**src/rtl/motion_triggered_motor_controller_macros.svh**
```systemverilog
// Assertion helpers shared by the RTL that checks itself.
// Both sample on the rising edge of clk and stay quiet while arst_n is low.
`ifndef MOTION_TRIGGERED_MOTOR_CONTROLLER_MACROS_SVH
`define MOTION_TRIGGERED_MOTOR_CONTROLLER_MACROS_SVH

// Consequence must hold in the same cycle as the antecedent.
`define MTMC_ASSERT_NOW(lbl, ante, cons) \
	lbl: assert property (@(posedge clk) disable iff (!arst_n) (ante) |-> (cons)) \
		else $error("mtmc: same-cycle check failed");

// Consequence must hold in the cycle after the antecedent.
`define MTMC_ASSERT_NEXT(lbl, ante, cons) \
	lbl: assert property (@(posedge clk) disable iff (!arst_n) (ante) |=> (cons)) \
		else $error("mtmc: next-cycle check failed");

`endif

```
**src/rtl/mtmc_pkg.sv**
```systemverilog
`timescale 1ns / 1ps
package mtmc_pkg;

	localparam int WINDOW_LEN_DEF = 20;

	localparam int CNT_W      = 16;
	localparam int THR_W      = 21;
	localparam int CFG_IDX_W  = 3;
	localparam int CFG_DATA_W = 21;

	// Register reset values
	localparam logic [THR_W-1:0] THRESH_RST  = THR_W'(718200);
	localparam logic [CNT_W-1:0] RUN_RST     = CNT_W'(200);
	localparam logic [CNT_W-1:0] LOCKOUT_RST = CNT_W'(1000);
	localparam logic [CNT_W-1:0] PREDICT_RST = CNT_W'(50);
	localparam logic [CNT_W-1:0] TEMP_RST    = CNT_W'(100);
	localparam logic [CNT_W-1:0] COLD_RST    = CNT_W'(12800);
	localparam logic [CNT_W-1:0] HOT_RST     = CNT_W'(14000);

	typedef enum logic [CFG_IDX_W-1:0] {
		CFG_SCORE_THRESHOLD = 3'd0,
		CFG_RUN_TICKS       = 3'd1,
		CFG_LOCKOUT_TICKS   = 3'd2,
		CFG_PREDICT_PERIOD  = 3'd3,
		CFG_TEMP_PERIOD     = 3'd4,
		CFG_COLD_LIMIT      = 3'd5,
		CFG_HOT_LIMIT       = 3'd6
	} cfg_idx_t;

	typedef enum logic [1:0] {
		LED_RED   = 2'd0,
		LED_GREEN = 2'd1,
		LED_BLUE  = 2'd2
	} led_t;

	typedef struct packed {
		logic [THR_W-1:0] score_threshold;
		logic [CNT_W-1:0] run_ticks;
		logic [CNT_W-1:0] lockout_ticks;
		logic [CNT_W-1:0] predict_period;
		logic [CNT_W-1:0] temp_period;
		logic [CNT_W-1:0] cold_limit;
		logic [CNT_W-1:0] hot_limit;
	} cfg_t;

	// Controller to datapath
	typedef struct packed {
		logic tick;
		logic scan;
		logic mul1;
		logic mul2;
		logic cmp;
		logic finish;
	} cmd_t;

	// Datapath to controller
	typedef struct packed {
		logic need_scan;
		logic scan_last;
	} sts_t;

endpackage

```
**src/rtl/mtmc_regs.sv**
```systemverilog
`timescale 1ns / 1ps
module mtmc_regs (
	input  logic                               clk,
	input  logic                               arst_n,
	input  logic                               cfg_valid,
	output logic                               cfg_ready,
	input  logic [mtmc_pkg::CFG_IDX_W-1:0]     cfg_index,
	input  logic [mtmc_pkg::CFG_DATA_W-1:0]    cfg_data,
	output mtmc_pkg::cfg_t                     cfg
);

	mtmc_pkg::cfg_t cfg_q;

	assign cfg_ready = 1'b1;
	assign cfg       = cfg_q;

	always_ff @(posedge clk or negedge arst_n) begin
		if (!arst_n) begin
			cfg_q.score_threshold <= mtmc_pkg::THRESH_RST;
			cfg_q.run_ticks       <= mtmc_pkg::RUN_RST;
			cfg_q.lockout_ticks   <= mtmc_pkg::LOCKOUT_RST;
			cfg_q.predict_period  <= mtmc_pkg::PREDICT_RST;
			cfg_q.temp_period     <= mtmc_pkg::TEMP_RST;
			cfg_q.cold_limit      <= mtmc_pkg::COLD_RST;
			cfg_q.hot_limit       <= mtmc_pkg::HOT_RST;
		end else if (cfg_valid && cfg_ready) begin
			unique case (cfg_index)
				mtmc_pkg::CFG_SCORE_THRESHOLD: cfg_q.score_threshold <= cfg_data;
				mtmc_pkg::CFG_RUN_TICKS:       cfg_q.run_ticks <= cfg_data[15:0];
				mtmc_pkg::CFG_LOCKOUT_TICKS:   cfg_q.lockout_ticks <= cfg_data[15:0];
				mtmc_pkg::CFG_PREDICT_PERIOD:  cfg_q.predict_period <= cfg_data[15:0];
				mtmc_pkg::CFG_TEMP_PERIOD:     cfg_q.temp_period <= cfg_data[15:0];
				mtmc_pkg::CFG_COLD_LIMIT:      cfg_q.cold_limit <= cfg_data[15:0];
				mtmc_pkg::CFG_HOT_LIMIT:       cfg_q.hot_limit <= cfg_data[15:0];
				default: begin
				end
			endcase
		end
	end

endmodule

```
**src/rtl/mtmc_ctrl.sv**
```systemverilog
`timescale 1ns / 1ps
module mtmc_ctrl (
	input  logic           clk,
	input  logic           arst_n,
	input  logic           in_valid,
	output logic           in_ready,
	output logic           out_valid,
	input  logic           out_ready,
	input  mtmc_pkg::sts_t sts,
	output mtmc_pkg::cmd_t cmd
);

	typedef enum logic [2:0] {
		ST_IDLE,
		ST_CHECK,
		ST_SCAN,
		ST_MUL1,
		ST_MUL2,
		ST_CMP,
		ST_FINISH
	} state_t;

	state_t state_q;
	logic   out_valid_q;
	logic   accept;

	// Take a tick only when the result slot is free or frees at this edge
	assign in_ready  = (state_q == ST_IDLE) && (!out_valid_q || out_ready);
	assign accept    = in_valid && in_ready;
	assign out_valid = out_valid_q;

	assign cmd.tick   = accept;
	assign cmd.scan   = (state_q == ST_SCAN);
	assign cmd.mul1   = (state_q == ST_MUL1);
	assign cmd.mul2   = (state_q == ST_MUL2);
	assign cmd.cmp    = (state_q == ST_CMP);
	assign cmd.finish = (state_q == ST_FINISH);

	always_ff @(posedge clk or negedge arst_n) begin
		if (!arst_n) begin
			state_q     <= ST_IDLE;
			out_valid_q <= 1'b0;
		end else begin
			if (state_q == ST_FINISH) begin
				out_valid_q <= 1'b1;
			end else if (out_ready) begin
				out_valid_q <= 1'b0;
			end
			unique case (state_q)
				ST_IDLE: begin
					if (accept) state_q <= ST_CHECK;
				end
				ST_CHECK: begin
					state_q <= sts.need_scan ? ST_SCAN : ST_FINISH;
				end
				ST_SCAN: begin
					if (sts.scan_last) state_q <= ST_MUL1;
				end
				ST_MUL1:   state_q <= ST_MUL2;
				ST_MUL2:   state_q <= ST_CMP;
				ST_CMP:    state_q <= ST_FINISH;
				ST_FINISH: state_q <= ST_IDLE;
				default:   state_q <= ST_IDLE;
			endcase
		end
	end

endmodule

```
**src/rtl/mtmc_datapath.sv**
```systemverilog
`timescale 1ns / 1ps
module mtmc_datapath #(
	parameter int WINDOW_LEN = mtmc_pkg::WINDOW_LEN_DEF
) (
	input  logic                          clk,
	input  logic                          arst_n,
	input  mtmc_pkg::cfg_t                cfg,
	input  mtmc_pkg::cmd_t                cmd,
	output mtmc_pkg::sts_t                sts,
	input  logic                          motion,
	input  logic                          smoke,
	input  logic [mtmc_pkg::CNT_W-1:0]    temperature,
	output logic                          motor_run,
	output logic                          lockout_active,
	output logic                          fast_mode,
	output logic [1:0]                    led_colour
);

	localparam int N = WINDOW_LEN;

	localparam longint W_MEAN  = 10 * N * (N - 1);
	localparam longint W_VAR   = 3 * (N + 1) * (N - 1);
	localparam longint W_TRANS = 2 * N * N * (N + 1);
	localparam longint S_MAX   = N * (N + 1) / 2;
	localparam longint KK_MAX  = (N / 2) * (N - N / 2);
	localparam longint SC_MAX  = W_MEAN * S_MAX + W_VAR * KK_MAX + W_TRANS * (N - 1);

	localparam int JW   = $clog2(N);
	localparam int FW   = $clog2(N + 1);
	localparam int KW   = $clog2(N + 1);
	localparam int SW   = $clog2(S_MAX + 1);
	localparam int TW   = $clog2(N);
	localparam int P1W  = $clog2(W_MEAN * S_MAX + 1);
	localparam int P2AW = $clog2(KK_MAX + 1);
	localparam int P2W  = $clog2(W_VAR * KK_MAX + 1);
	localparam int P3W  = $clog2(W_TRANS * (N - 1) + 1);
	localparam int SCW  = $clog2(SC_MAX + 1);
	localparam int CW   = (SCW > mtmc_pkg::THR_W) ? SCW : mtmc_pkg::THR_W;

	localparam int CNT_W = mtmc_pkg::CNT_W;

	// Tick state
	logic [N-1:0]       window_q;
	logic [FW-1:0]      fill_q;
	logic [CNT_W-1:0]   lockout_q;
	logic [CNT_W-1:0]   run_q;
	logic [CNT_W-1:0]   predict_q;
	logic [CNT_W-1:0]   temp_cnt_q;
	logic               fast_q;
	mtmc_pkg::led_t     led_q;
	logic               need_scan_q;
	logic               reload_q;

	// Score working registers
	logic [N-1:0]       scan_q;
	logic [JW-1:0]      j_q;
	logic [SW-1:0]      s_q;
	logic [KW-1:0]      k_q;
	logic [TW-1:0]      t_q;
	logic [P1W-1:0]     p1_q;
	logic [P2AW-1:0]    p2a_q;
	logic [P2W-1:0]     p2_q;
	logic [P3W-1:0]     p3_q;

	// Tick next values
	logic [CNT_W-1:0]   lock_dec;
	logic [CNT_W-1:0]   lock_n;
	logic [CNT_W-1:0]   run_n;
	logic [N-1:0]       window_n;
	logic [FW-1:0]      fill_n;
	logic [CNT_W-1:0]   temp_inc;
	logic               temp_fire;
	logic [CNT_W-1:0]   pred_inc;
	logic               pred_fire;
	logic               full_n;

	logic               scan_last;
	logic [SW-1:0]      rank;
	logic [KW-1:0]      k_rest;
	logic [CW-1:0]      score;
	logic [CNT_W-1:0]   run_r;
	logic [CNT_W-1:0]   run_f;

	always_comb begin
		lock_dec  = (lockout_q != '0) ? lockout_q - 1'b1 : lockout_q;
		lock_n    = smoke ? cfg.lockout_ticks : lock_dec;
		run_n     = smoke ? '0 : run_q;
		window_n  = {window_q[N-2:0], motion};
		fill_n    = (fill_q < FW'(N)) ? fill_q + 1'b1 : fill_q;
		full_n    = (fill_n == FW'(N));
		temp_inc  = temp_cnt_q + 1'b1;
		temp_fire = (temp_inc >= cfg.temp_period);
		pred_inc  = predict_q + 1'b1;
		pred_fire = (lock_n == '0) && (pred_inc >= cfg.predict_period);
	end

	assign scan_last     = (j_q == JW'(N - 1));
	assign rank          = SW'(N) - SW'(j_q);
	assign k_rest        = KW'(N) - k_q;
	assign score         = CW'(p1_q) + CW'(p2_q) + CW'(p3_q);
	assign sts.need_scan = need_scan_q;
	assign sts.scan_last = scan_last;

	// End of tick: optional reload, then count the run timer down
	assign run_r = reload_q ? cfg.run_ticks : run_q;
	assign run_f = (run_r != '0) ? run_r - 1'b1 : run_r;

	always_ff @(posedge clk or negedge arst_n) begin
		if (!arst_n) begin
			window_q    <= '0;
			fill_q      <= '0;
			lockout_q   <= '0;
			run_q       <= '0;
			predict_q   <= '0;
			temp_cnt_q  <= '0;
			fast_q      <= 1'b0;
			led_q       <= mtmc_pkg::LED_GREEN;
			need_scan_q <= 1'b0;
			reload_q    <= 1'b0;
		end else begin
			if (cmd.tick) begin
				lockout_q <= lock_n;
				run_q     <= run_n;
				window_q  <= window_n;
				fill_q    <= fill_n;
				if (temp_fire) begin
					temp_cnt_q <= '0;
					fast_q     <= (temperature < cfg.cold_limit);
					if (temperature < cfg.cold_limit) begin
						led_q <= mtmc_pkg::LED_RED;
					end else if (temperature > cfg.hot_limit) begin
						led_q <= mtmc_pkg::LED_BLUE;
					end else begin
						led_q <= mtmc_pkg::LED_GREEN;
					end
				end else begin
					temp_cnt_q <= temp_inc;
				end
				if (lock_n != '0) begin
					predict_q <= '0;
				end else begin
					predict_q <= pred_fire ? '0 : pred_inc;
				end
				need_scan_q <= pred_fire && full_n;
				// Window not yet full scores zero
				reload_q    <= pred_fire && !full_n && (cfg.score_threshold == '0);
			end else if (cmd.cmp) begin
				reload_q <= (score >= CW'(cfg.score_threshold));
			end else if (cmd.finish) begin
				run_q <= run_f;
			end
		end
	end

	// Score pass over the window, oldest sample last, then the products
	always_ff @(posedge clk) begin
		if (cmd.tick) begin
			scan_q <= window_n;
			j_q    <= '0;
			s_q    <= '0;
			k_q    <= '0;
			t_q    <= '0;
		end else if (cmd.scan) begin
			scan_q <= scan_q >> 1;
			j_q    <= j_q + 1'b1;
			if (scan_q[0]) begin
				s_q <= s_q + rank;
				k_q <= k_q + 1'b1;
			end
			if (!scan_last && (scan_q[0] != scan_q[1])) begin
				t_q <= t_q + 1'b1;
			end
		end
		if (cmd.mul1) begin
			p1_q  <= P1W'(s_q) * P1W'(W_MEAN);
			p2a_q <= P2AW'(k_q) * P2AW'(k_rest);
			p3_q  <= P3W'(t_q) * P3W'(W_TRANS);
		end
		if (cmd.mul2) begin
			p2_q <= P2W'(p2a_q) * P2W'(W_VAR);
		end
		if (cmd.finish) begin
			motor_run      <= (run_f != '0) && (lockout_q == '0);
			lockout_active <= (lockout_q != '0);
			fast_mode      <= fast_q;
			led_colour     <= led_q;
		end
	end

endmodule

```
**src/rtl/motion_triggered_motor_controller.sv**
```systemverilog
`timescale 1ns / 1ps
// Channel   Role    Width  Beat contents
// s_*       in      24     one sensor tick: motion, smoke, temperature
// m_*       out     8      one status result per tick
// cfg_*     in      3+21   register write: index and value
//
// A tick with no prediction, or with a window not yet full, steps through accept, check and finish.
// A tick whose prediction finds a full window steps through accept, check,
// scan, mul1, mul2, cmp and finish: the score scans one window sample per cycle.
// Reset clears all timers, the window and the counters; the LED starts green.
// A result waits in the output register; the next tick is taken in the cycle
// that result is taken, or at once if the register is empty.
module motion_triggered_motor_controller #(
	parameter int WINDOW_LEN = mtmc_pkg::WINDOW_LEN_DEF
) (
	input  logic                              clk,
	input  logic                              arst_n,
	// Input tick stream
	input  logic                              s_tvalid,
	output logic                              s_tready,
	input  logic [23:0]                       s_tdata,   // motion, smoke, temperature[15:0], pad
	// Result stream
	output logic                              m_tvalid,
	input  logic                              m_tready,
	output logic [7:0]                        m_tdata,   // motor_run, lockout_active,
	                                                     // fast_mode, led_colour[1:0], pad
	// Configuration writes
	input  logic                              cfg_valid,
	output logic                              cfg_ready,
	input  logic [mtmc_pkg::CFG_IDX_W-1:0]    cfg_index,
	input  logic [mtmc_pkg::CFG_DATA_W-1:0]   cfg_data
);

	mtmc_pkg::cfg_t cfg;
	mtmc_pkg::cmd_t cmd;
	mtmc_pkg::sts_t sts;

	logic       motor_run;
	logic       lockout_active;
	logic       fast_mode;
	logic [1:0] led_colour;

	// Register bank: the user must write it only between ticks; the bank does not enforce this
	mtmc_regs u_regs (
		.clk       (clk),
		.arst_n    (arst_n),
		.cfg_valid (cfg_valid),
		.cfg_ready (cfg_ready),
		.cfg_index (cfg_index),
		.cfg_data  (cfg_data),
		.cfg       (cfg)
	);

	// Sequencer: owns both handshakes and steps the datapath
	mtmc_ctrl u_ctrl (
		.clk       (clk),
		.arst_n    (arst_n),
		.in_valid  (s_tvalid),
		.in_ready  (s_tready),
		.out_valid (m_tvalid),
		.out_ready (m_tready),
		.sts       (sts),
		.cmd       (cmd)
	);

	// Timers, window, score unit and result register
	mtmc_datapath #(
		.WINDOW_LEN (WINDOW_LEN)
	) u_dp (
		.clk            (clk),
		.arst_n         (arst_n),
		.cfg            (cfg),
		.cmd            (cmd),
		.sts            (sts),
		.motion         (s_tdata[0]),
		.smoke          (s_tdata[1]),
		.temperature    (s_tdata[17:2]),
		.motor_run      (motor_run),
		.lockout_active (lockout_active),
		.fast_mode      (fast_mode),
		.led_colour     (led_colour)
	);

	// Pack the result beat, lowest field first
	assign m_tdata = {3'b000, led_colour, fast_mode, lockout_active, motor_run};

`include "motion_triggered_motor_controller_macros.svh"

	// Never take a tick while an untaken result would be overwritten
	`MTMC_ASSERT_NOW(a_no_overwrite, s_tvalid && s_tready && m_tvalid, m_tready)
	// One tick in flight: ready drops right after a beat is taken
	`MTMC_ASSERT_NEXT(a_one_in_flight, s_tvalid && s_tready, !s_tready)
	// Lockout always stops the motor
	`MTMC_ASSERT_NOW(a_lockout_stops, m_tvalid && m_tdata[1], !m_tdata[0])
	// Fast mode and the red LED come from the same cold sample
	`MTMC_ASSERT_NOW(a_fast_is_red, m_tvalid && m_tdata[2], m_tdata[4:3] == mtmc_pkg::LED_RED)

endmodule

```
**config.mk**
```make
export PLATFORM = sky130hd
export DESIGN_NAME = motion_triggered_motor_controller
export DESIGN_NICKNAME = d
export VERILOG_FILES = /design/src/rtl/mtmc_pkg.sv /design/src/rtl/mtmc_regs.sv /design/src/rtl/mtmc_ctrl.sv /design/src/rtl/mtmc_datapath.sv /design/src/rtl/motion_triggered_motor_controller.sv
export VERILOG_INCLUDE_DIRS = /design/src /design/src/rtl
export SDC_FILE = /design/constraint.sdc
export NUM_CORES = 1
export LEC_CHECK = 0
export ABC_AREA = 1
export BUFFER_PORTS_ARGS = -buffer_cell sky130_fd_sc_hd__buf_2
export CAP_MARGIN = 30
export CORE_MARGIN = 1
export CORE_UTILIZATION = 30
export DETAILED_ROUTE_END_ITERATION = 12
export PLACE_DENSITY_LB_ADDON = 0.2
export SYNTH_ARGS = -nofsm -noshare
export SYNTH_HDL_FRONTEND = slang
export SYNTH_SLANG_ARGS = --single-unit
export TNS_END_PERCENT = 20
```
**constraint.sdc**
```tcl
create_clock -name clk -period 12.6 [get_ports clk]
set_input_delay 0 -clock clk [delete_from_list [all_inputs] [get_ports clk]]
set_output_delay 0 -clock clk [all_outputs]
set_load 0.02 [all_outputs]
```
# ---- Yosys cells after proc, flatten, opt, wreduce, memory -nomap -nowiden
# Cells that the tools add are included.
dict set report totals {
  wordCells 135
  output_inout_bits 11
  reg_bits 317
  in_bits 53
}
dict set report classes {
  reduce_logical 37
  muxes 24
  n_eq_ne 19
  order_cmp 6
  n_addsub 13
  mul 4
}
# operator count
set op_table {}
lappend op_table {{16-bit 2-to-1 mux} 11}
lappend op_table {{16-bit nonzero test} 4}
lappend op_table {{20-bit 2-to-1 mux} 2}
lappend op_table {{16-bit by 1-bit adder with 16-bit output (second input constant)} 2}
lappend op_table {{16-bit greater-or-equal comparator} 2}
lappend op_table {{16-bit zero test} 2}
lappend op_table {{16-bit by 1-bit subtractor with 16-bit output (second input constant)} 2}
lappend op_table {{2-bit AND reduction} 11}
lappend op_table {{20-bit by 17-bit adder with 21-bit output} 1}
lappend op_table {{21-bit by 19-bit adder with 21-bit output} 1}
lappend op_table {{21-bit greater-or-equal comparator} 1}
lappend op_table {{21-bit zero test} 1}
lappend op_table {{5-bit by 1-bit adder with 5-bit output (second input constant)} 4}
lappend op_table {{3-bit == test (second input constant)} 6}
lappend op_table {{3-bit case mux with 6 select lines} 1}
lappend op_table {{7-bit by 11-bit multiplier with 17-bit output (second input constant)} 1}
lappend op_table {{8-bit by 9-bit multiplier with 17-bit output (second input constant)} 1}
lappend op_table {{16-bit greater-than comparator} 1}
lappend op_table {{16-bit less-than comparator} 1}
lappend op_table {{5-bit by 10-bit multiplier with 14-bit output (second input constant)} 1}
lappend op_table {{3-bit by 2-bit == test with 1-bit output (second input constant)} 4}
lappend op_table {{5-bit == test (second input constant)} 2}
lappend op_table {{3-bit 2-to-1 mux} 3}
lappend op_table {{8-bit adder} 1}
lappend op_table {{17 further kinds} 37}

# ---- Depth between registers and ports, before layout
# Gate-level depths: netlist of the first run.
dict set report logic_depth {
  depth_word 8
  mapped_depth 23
  mapped_depth_nobuf 23
}

# ---- By module
# Synthesis of the first run repeated with hierarchy kept, for this count alone.
dict set report hier_totals {
  cells_unflattened 2602
  hier_area_um2 21564.4
}
# module seq_area_each_um2 instances cells_each area_each_um2
set by_module_without_submodules {}
lappend by_module_without_submodules {mtmc_datapath 5191.2 1 2042 16646.0}
lappend by_module_without_submodules {mtmc_regs 2974.1 1 519 4633.2}
lappend by_module_without_submodules {mtmc_ctrl 100.1 1 34 236.5}
lappend by_module_without_submodules {motion_triggered_motor_controller 0.0 1 7 48.8}

# ---- Worst setup path before layout of the first run
# OpenSTA, ideal clock, no wires.
dict set report synth_path {
  kind {flip-flop to flip-flop}
  startpoint {reg u_dp.s_q[6]}
  endpoint {reg u_dp.p1_q[17] (data pin)}
  path_buffers 0
  setup_slack_ps 8622
  stages_incl_launch_ff 14
  required_time_ps 12335
  setup_time_ps 265
  period_less_slack_ps 3978
  arrival_time_ps 3713
  cell_sequence {dfxtp_1 -> inv_1 -> ha_1 -> fa_1 -> fa_1 -> inv_1 -> fa_1 -> ha_1 -> a21oi_1 -> o21a_1 -> o21ai_0 -> a21boi_0 -> o21ai_0 -> xor2_1}
}
dict set report synth_between {
  elab_chain_cells 1
}
# item line
set synth_lines {}
lappend synth_lines {{start, declared} mtmc_datapath.sv:57} ;# logic [SW-1:0] s_q;
lappend synth_lines {{start signal, assigned} mtmc_datapath.sv:167} ;# s_q <= s_q + rank;
lappend synth_lines {{8-bit by 9-bit multiplier with 17-bit output} mtmc_datapath.sv:175} ;# p1_q <= P1W'(s_q) * P1W'(W_MEAN);
lappend synth_lines {{end signal, assigned} mtmc_datapath.sv:175}
lappend synth_lines {{end, declared} mtmc_datapath.sv:60} ;# logic [P1W-1:0] p1_q;
# No other way between the ends.
# A chain may end at the register's enable or synchronous reset.

# ---- Worst setup path after layout of the first run
# Same ends and word-level chain as after synthesis.

==> PnR_summary.wiki, run 1 <==
{| class="wikitable"
! Metric !! Value
|-
| Area of the die || 70900 um2
|-
| First-pass iteration count of the detailed router || 5
|-
| Worst R2R Setup Slack || 8140 ps
|-
| Port Buffer Count || 53
|-
| Highest-delay cell along the critical path || fa_1
|-
| Core Region || 68800 um2
|-
| Endpoints failing setup || 0
|-
| Row count || 96
|-
| Result of the run || finished, final reports clean
|-
| Ratio of final minimum period to clock period || 35.4%
|-
| Number of cells on the worst reg-to-reg path || 13
|-
| Ratio of routed vias to standard cells || 4.59
|-
| Cell at the root of the clock tree || clkbuf_16
|-
| Hold Crit Class || input port to flip-flop
|-
| Met1 routing resource usage after global routing || 19.3%
|-
| Number of enable flip-flop cells after synthesis || 80
|-
| GRT Residual Overflow || 0
|-
| Leading cell type by number of instances after synthesis || nand2_1
|-
| Cells after synthesis || 2426
|-
| Slew at the pin closest to its max-slew limit || 983 ps
|-
| Setup Fix Bufs, Post-CTS || 0
|-
| CP Launch Type || flip-flop
|-
| Drt wl/cell || 14.6 um
|-
| TritonCTS clock tree || yes
|-
| Max-capacitance violation count || 0
|-
| Setup repair after global routing missed its margin || false
|-
| Kind of critical path || flip-flop to flip-flop
|-
| Worst reg2reg path endpoint || u_dp.p1_q[17]
|-
| Overall track demand over capacity in global routing || 14.8%
|-
| Post-CTS resize count || 0
|-
| Mean instance size in the synthesized netlist || 8.64 um2
|-
| Routability cong. || 0.833
|-
| Count of hold-fix buffers inserted at cts || 22
|-
| TritonCTS Sinks || 317
|-
| # DRC || 0
|-
| Drt total wl || 50500 um
|-
| Power Density || 273 nW/um2
|-
| Power, Total || 6520 uW
|-
| Proportion of layout cells with a drive suffix above 1 || 9.10%
|-
| HPWL after detailed placement || 36800 um
|-
| Unique cell type count in the Yosys netlist || 53
|-
| Synth top cells by count || 554 x nand2_1, 351 x inv_1, 236 x ha_1
|-
| Leading area contributor after synthesis || dfrtp_1
|-
| Largest net degree at the start of global routing || 90
|-
| Number of global-route vias before repair || 16200
|-
| Biggest cell delay along the critical path || 550 ps
|-
| Portion of synthesized cell area occupied by the leading cell type || 21.0%
|-
| Number of failing hold endpoints at the final stage || 0
|-
| First-pass GRT wire length || 84100 um
|-
| Remaining number of nets flagged by the antenna check after routing || 0
|-
| LEAKAGE || 0.0119 uW
|-
| Fmax || 0.224 GHz
|-
| Final Slew Violations || 0
|-
| Number of antenna violations at the first check in global routing || 1
|-
| Reg2Reg Launch Point || u_dp.s_q[6]
|-
| Post-Syn Area || 21000 um2
|-
| Die X-Extent || 266 um
|-
| Flip-flop cell with the highest count after synthesis || dfrtp_1
|-
| TritonCTS buffer count || 40
|-
| Sequence of cells on the critical path || inv_1 -> ha_1 -> fa_1 -> fa_1 -> inv_1 -> fa_1 -> ha_1 -> nand2_1 -> o21a_1 -> o21ai_0 -> a21boi_0 -> o21ai_0 -> xor2_1
|-
| H-tree levels || 2
|-
| Clk pin slew, worst setup/hold paths || 50 ps
|-
| Vertical extent of the die || 266 um
|-
| CP required || 12950 ps
|-
| CP endpoint kind || flip-flop
|-
| Most frequent cell on the critical path || fa_1
|-
| Met3 track demand over resource in global routing || 2.18%
|-
| Busiest grt layer || met2
|-
| Vias || 15900
|-
| Met2 global-route usage || 25.1%
|-
| Number of buffers between clock root and the deepest sink || 3
|-
| Max transition margin || 34.5%
|-
| Fin crit period || 4460 ps
|-
| Area growth from synthesis to layout || 13.8%
|-
| Number of register bits inferred by synthesis || 317
|-
| WP data arrival || 4810 ps
|-
| Clock Skew || 23.7 ps
|-
| Initial Util || 30.4%
|-
| Number of DRC markers in iteration 0 || 833
|-
| Clock latency at the later pin of the worst-skew pair || 560 ps
|-
| Termination of the worst setup path || u_dp.p1_q[17]
|-
| Sequential cell area fraction in the yosys report || 39.4%
|-
| Ranking of synthesized cells by area || dfrtp_1 21%, ha_1 14%, edfxtp_1 11%
|-
| Summed negative setup slack over all endpoints || 0 ps
|-
| Setup crit start || u_dp.s_q[6]
|-
| Maximum vdd ir drop || 0.000174 V
|-
| Max FO, Critical Path || 7
|-
| Yosys warnings || 0
|-
| Net total in the final layout || 2844
|-
| Count of pins on the block boundary || 64
|-
| Fraction of registers with async set or reset after synthesis || 67.5%
|}
[critical path, delay by kind of cell, from the launching register on]
kind	cells	cell delay [ps]
buffers and inverters	2	170
flip-flops	1	510
AO/OA/AOI/OAI	4	920
XOR/XNOR	1	270
adder cells (fa/ha/maj)	5	2310
AND/OR/NAND/NOR	1	70
[routing by layer]
layer	share of wire, %	routed length (um)	vias to the layer above
met5	0	0	-
met2	47	23600	213
met3	3.1	1570	63
met1	48	24200	7507
met4	2.2	1130	0
li1	-	-	8083
[cell type report]
class / instances / area [um2]
fill: 7115 / 45000
timing repair buffer: 88 / 653
sequential: 317 / 8270
clock buffer: 59 / 1180
multi-input combinational: 1691 / 11000
tap: 931 / 1160
inverter: 358 / 1340
clock inverter: 15 / 175
antenna: 1 / 2.50
[power by group]
group	switching, uW	leakage (uW)	total (uW)	internal, uW
sequential	210	0.00361	1710	1500
clock	460	0.000669	1180	716
combinational	2210	0.00760	3640	1430
[stage by stage]
| step | cells | setup WS (ps) | cell area (um2) | utilization [%] | hold slack, ps |
|---|---|---|---|---|---|
| 3_5_place_dp | 3362 | 8170 | 22200 | 32.3 | 15.7 |
| 5_1_grt | 3459 | 7890 | 23800 | 34.6 | 5.18 |
| 3_3_place_gp | 3359 | 8190 | 22200 | 32.2 | 18.9 |
| 2_1_floorplan | 2430 | 8620 | 21000 | - | -296 |
| 4_1_cts | 3458 | 8150 | 23800 | 34.6 | 16.0 |
| 6_report | 3460 | 8140 | 23800 | 34.6 | 6.04 |
[cell families after synthesis]
kind of cell | Yosys count | synth area share, %
other | 2 | 0.0358
adder cells (fa/ha/maj) | 295 | 19.7
buffers and inverters | 422 | 7.98
flip-flops | 317 | 39.4
XOR/XNOR | 99 | 4.14
AND/OR/NAND/NOR | 902 | 18.6
AO/OA/AOI/OAI | 389 | 10.1
[cell usage in the layout, fill, tap and decap left out, drive strengths merged, types with 6 or more instances in the layout]
cell type	count
fa	59
dfxtp	23
nor3	25
o31ai	7
xnor2	19
nand3	104
o21bai	6
clkinv	13
dlygate4sd3	22
dfstp	38
clkbuf	59
xor2	80
conb	6
nand2	565
ha	236
buf	66
dfrtp	176
o22ai	17
nor2	136
nand4	43
edfxtp	80
a21o	6
o211ai	9
a21oi	111
inv	356
o21ai	213
a31oi	7
or2	15
[state kept, by name, indices dropped and copies added (netlist names), 7 cells and up]
register,cells
u_dp.p2_q,17
u_dp.p3_q,14
u_dp.run_q,16
u_dp.s_q,8
u_dp.lockout_q,16
u_dp.p2a_q,7
u_dp.window_q,19
u_dp.p1_q,17
u_dp.predict_q,16
u_dp.temp_cnt_q,16
u_dp.scan_q,20
u_regs.cfg,117
[how the worst min path moves through the flow]
stage / start / endpoint / slack [ps] / cells past startpoint
global placement: arst_n / u_regs.cfg[30] / 20 / 1
global route: cfg_index[1] / u_regs.cfg[53] / 5 / 4
floorplan: arst_n / u_ctrl.out_valid / -300 / 0
CTS: cfg_data[10] / u_regs.cfg[26] / 20 / 3
detailed placement: arst_n / u_regs.cfg[30] / 20 / 1
finish: cfg_index[1] / u_regs.cfg[53] / 6 / 4
No activity file was read; power rests on OpenSTA's default activity.
==> run 2: changes to the inputs <==
Clock period 12.6 ns to 4.06 ns, I/O delays scaled along.
==> run 2 against run 1 <==
Die area is the same. Non-clock buffer count grew 16. Wire length grew 1.7%. Clock skew rose by 7.8 ps. Core utilization rose by 0.17 points. Combinational power grew to 3.2 times the previous value. Register-to-register slack worse by 8000 ps. Power grew to 3.2 times the previous value. Critical path type unchanged. Global-route usage barely moved. Largest power group unchanged.
==> PnR_summary.wiki, run 2 (same netlist as run 1, synthesis figures left out) <==
{| class="wikitable"
! Metric !! Value
|-
| Clk pin slew, worst setup/hold paths || 60 ps
|-
| Remaining number of nets flagged by the antenna check after routing || 0
|-
| Drt wl/cell || 14.8 um
|-
| Post-placement cell count || 3379
|-
| Area growth from synthesis to layout || 14.3%
|-
| Termination of the worst setup path || u_dp.p1_q[18]
|-
| Sum of buffers and inverters on the critical path || 2
|-
| # DRC || 0
|-
| Met2 global-route usage || 25.3%
|-
| Number of cells on the worst reg-to-reg path || 12
|-
| Max transition margin || 32.3%
|-
| Core Region || 68800 um2
|-
| Number of buffers between clock root and the deepest sink || 3
|-
| Port Buffer Count || 53
|-
| Summed negative setup slack over all endpoints || 0 ps
|-
| Total area of multi-input combinational cells || 11100 um2
|-
| Result of the run || finished, final reports clean
|-
| Most frequent cell on the critical path || fa_1
|-
| H-tree levels || 2
|-
| GRT Residual Overflow || 0
|-
| Met1 routing resource usage after global routing || 19.5%
|-
| Power Density || 866 nW/um2
|-
| TritonCTS buffer count || 40
|-
| Number of failing hold endpoints at the final stage || 0
|-
| Stages on worst setup path || 12
|-
| Max FO, Critical Path || 4
|-
| Maximum vdd ir drop || 0.000590 V
|-
| First-pass iteration count of the detailed router || 5
|-
| CP required || 4350 ps
|-
| Proportion of layout cells with a drive suffix above 1 || 10.3%
|-
| Final antenna diode count || 0
|-
| Reg2Reg Launch Point || u_dp.s_q[4]
|-
| Slew at the pin closest to its max-slew limit || 1010 ps
|-
| HPWL after detailed placement || 38200 um
|-
| Final Util || 34.8%
|-
| Ratio of final minimum period to clock period || 95.5%
|-
| Non-filler cells, final || 3475
|-
| Biggest cell delay along the critical path || 510 ps
|-
| Net total in the final layout || 2860
|-
| Setup crit start || u_dp.s_q[4]
|-
| Busiest grt layer || met2
|-
| Number of DRC markers in iteration 0 || 838
|-
| Met3 track demand over resource in global routing || 2.01%
|-
| Most used cells in the layout excluding fill and tap cells || 553 x nand2_1, 349 x inv_1, 234 x ha_1
|-
| Endpoints failing setup || 0
|-
| Most common cell after layout, fill and taps aside || nand2_1
|-
| Cell at the root of the clock tree || clkbuf_16
|-
| TritonCTS Sinks || 317
|-
| Number of global-route vias before repair || 16100
|-
| Cell family with the largest share of critical-path delay || adder cells
|-
| Clock latency at the later pin of the worst-skew pair || 570 ps
|-
| Routability cong. || 0.855
|-
| Number of antenna violations at the first check in global routing || 0
|-
| FILL cells || 7139
|-
| Row count || 96
|-
| Count of pins on the block boundary || 64
|-
| Drt total wl || 51300 um
|-
| Worst reg2reg path endpoint || u_dp.p1_q[18]
|-
| WP data arrival || 4170 ps
|-
| Area of the die || 70900 um2
|-
| Largest register FFs || 117
|-
| Largest net degree at the start of global routing || 123
|-
| Clock Skew || 31.5 ps
|-
| Power, Total || 20700 uW
|-
| CP endpoint kind || flip-flop
|-
| First-pass GRT wire length || 83800 um
|-
| Initial Util || 30.4%
|-
| Worst R2R Setup Slack || 180 ps
|-
| Worst setup slack after placement || 95.0 ps
|-
| Vias || 16000
|-
| Final Slew Violations || 0
|-
| Highest-delay cell along the critical path || fa_1
|-
| CP Launch Type || flip-flop
|-
| TritonCTS clock tree || yes
|-
| Setup slack after layout || 181 ps
|-
| Vertical extent of the die || 266 um
|-
| Fin crit period || 3880 ps
|-
| Kind of critical path || flip-flop to flip-flop
|-
| Die X-Extent || 266 um
|-
| Fmax || 0.258 GHz
|-
| Sequence of cells on the critical path || inv_1 -> fa_1 -> inv_1 -> fa_1 -> fa_1 -> fa_1 -> ha_1 -> a21oi_1 -> o21ai_0 -> nand2_1 -> o2111ai_1 -> xor2_1
|-
| Ratio of routed vias to standard cells || 4.61
|-
| Max-capacitance violation count || 0
|-
| Storage cell area || 8270 um2
|-
| LEAKAGE || 0.0120 uW
|-
| Hold Crit Class || input port to flip-flop
|-
| Overall track demand over capacity in global routing || 14.8%
|-
| Setup repair after global routing missed its margin || true
|}
## run 2: cell count changes in the layout (fill, tap and decap cells not counted), moves of 3 or more
cell	before	now
clkinv_1	3	8
buf_4	9	29
clkbuf_1	10	2
o21ai_0	196	193
clkinv_4	2	5
dfxtp_1	23	19
clkbuf_8	7	3
dfxtp_2	0	4
## run 2: how the worst min path moves through the flow
stage | end | from | slack [ps] | cells after the start
floorplan | u_ctrl.out_valid | arst_n | -300 | 0
global placement | u_dp.lockout_q[12] | arst_n | 160 | 1
detailed placement | u_dp.lockout_q[12] | arst_n | 170 | 1
CTS | u_regs.cfg[92] | cfg_data[12] | 4 | 3
global route | u_regs.cfg[98] | cfg_data[2] | 10 | 3
finish | u_regs.cfg[50] | cfg_data[2] | 20 | 3
## run 2: repair_timing
action / CTS / global route
gates resized for setup: 0 / 14
setup buffers: 0 / 1
endpoints found under the hold margin: 181 / 0
setup endpoints to repair: 0 / 6
hold buffers: 20 / 0
## run 2: final cells by class
type | instances | share of cell area (%)
clock buffers | 47 | 4.59
clock inverters | 27 | 1.12
inverters | 358 | 5.61
multi-input cells | 1691 | 46.2
flip-flops and latches | 317 | 34.5
well taps | 931 | 4.86
repair buffers | 104 | 3.09
## run 2: routing by layer
| layer | vias up | wire (um) | share of wire [%] |
|---|---|---|---|
| li1 | 8115 | - | - |
| met1 | 7621 | 24700 | 48 |
| met2 | 232 | 24000 | 47 |
| met3 | 60 | 1600 | 3.1 |
| met4 | 0 | 992 | 1.9 |
| met5 | - | 0 | 0 |
## run 2: metrics by stage
step | hold WS, ps | instance area [um2]
floorplan | -296 | 21000
global placement | 164 | 22300
detailed placement | 171 | 22300
CTS | 4.01 | 23900
global route | 10.7 | 24000
finish | 21.9 | 24000
## run 2: where the power goes
part | leakage (uW) | internal, uW | switching, uW
Clock | 0.000678 | 2210 | 1500
Sequential | 0.00361 | 4640 | 631
Combinational | 0.00767 | 4690 | 7070
Total | 0.0120 | 11500 | 9190
## run 2: worst register-to-register path: stages (launching register included)
cell and delay [ps]:
dfxtp_1 400, inv_1 120, fa_1 500, inv_1 50, fa_1 460, fa_1 510, fa_1 490, ha_1 370
a21oi_1 210, o21ai_0 140, nand2_1 80, o2111ai_1 110, xor2_1 170
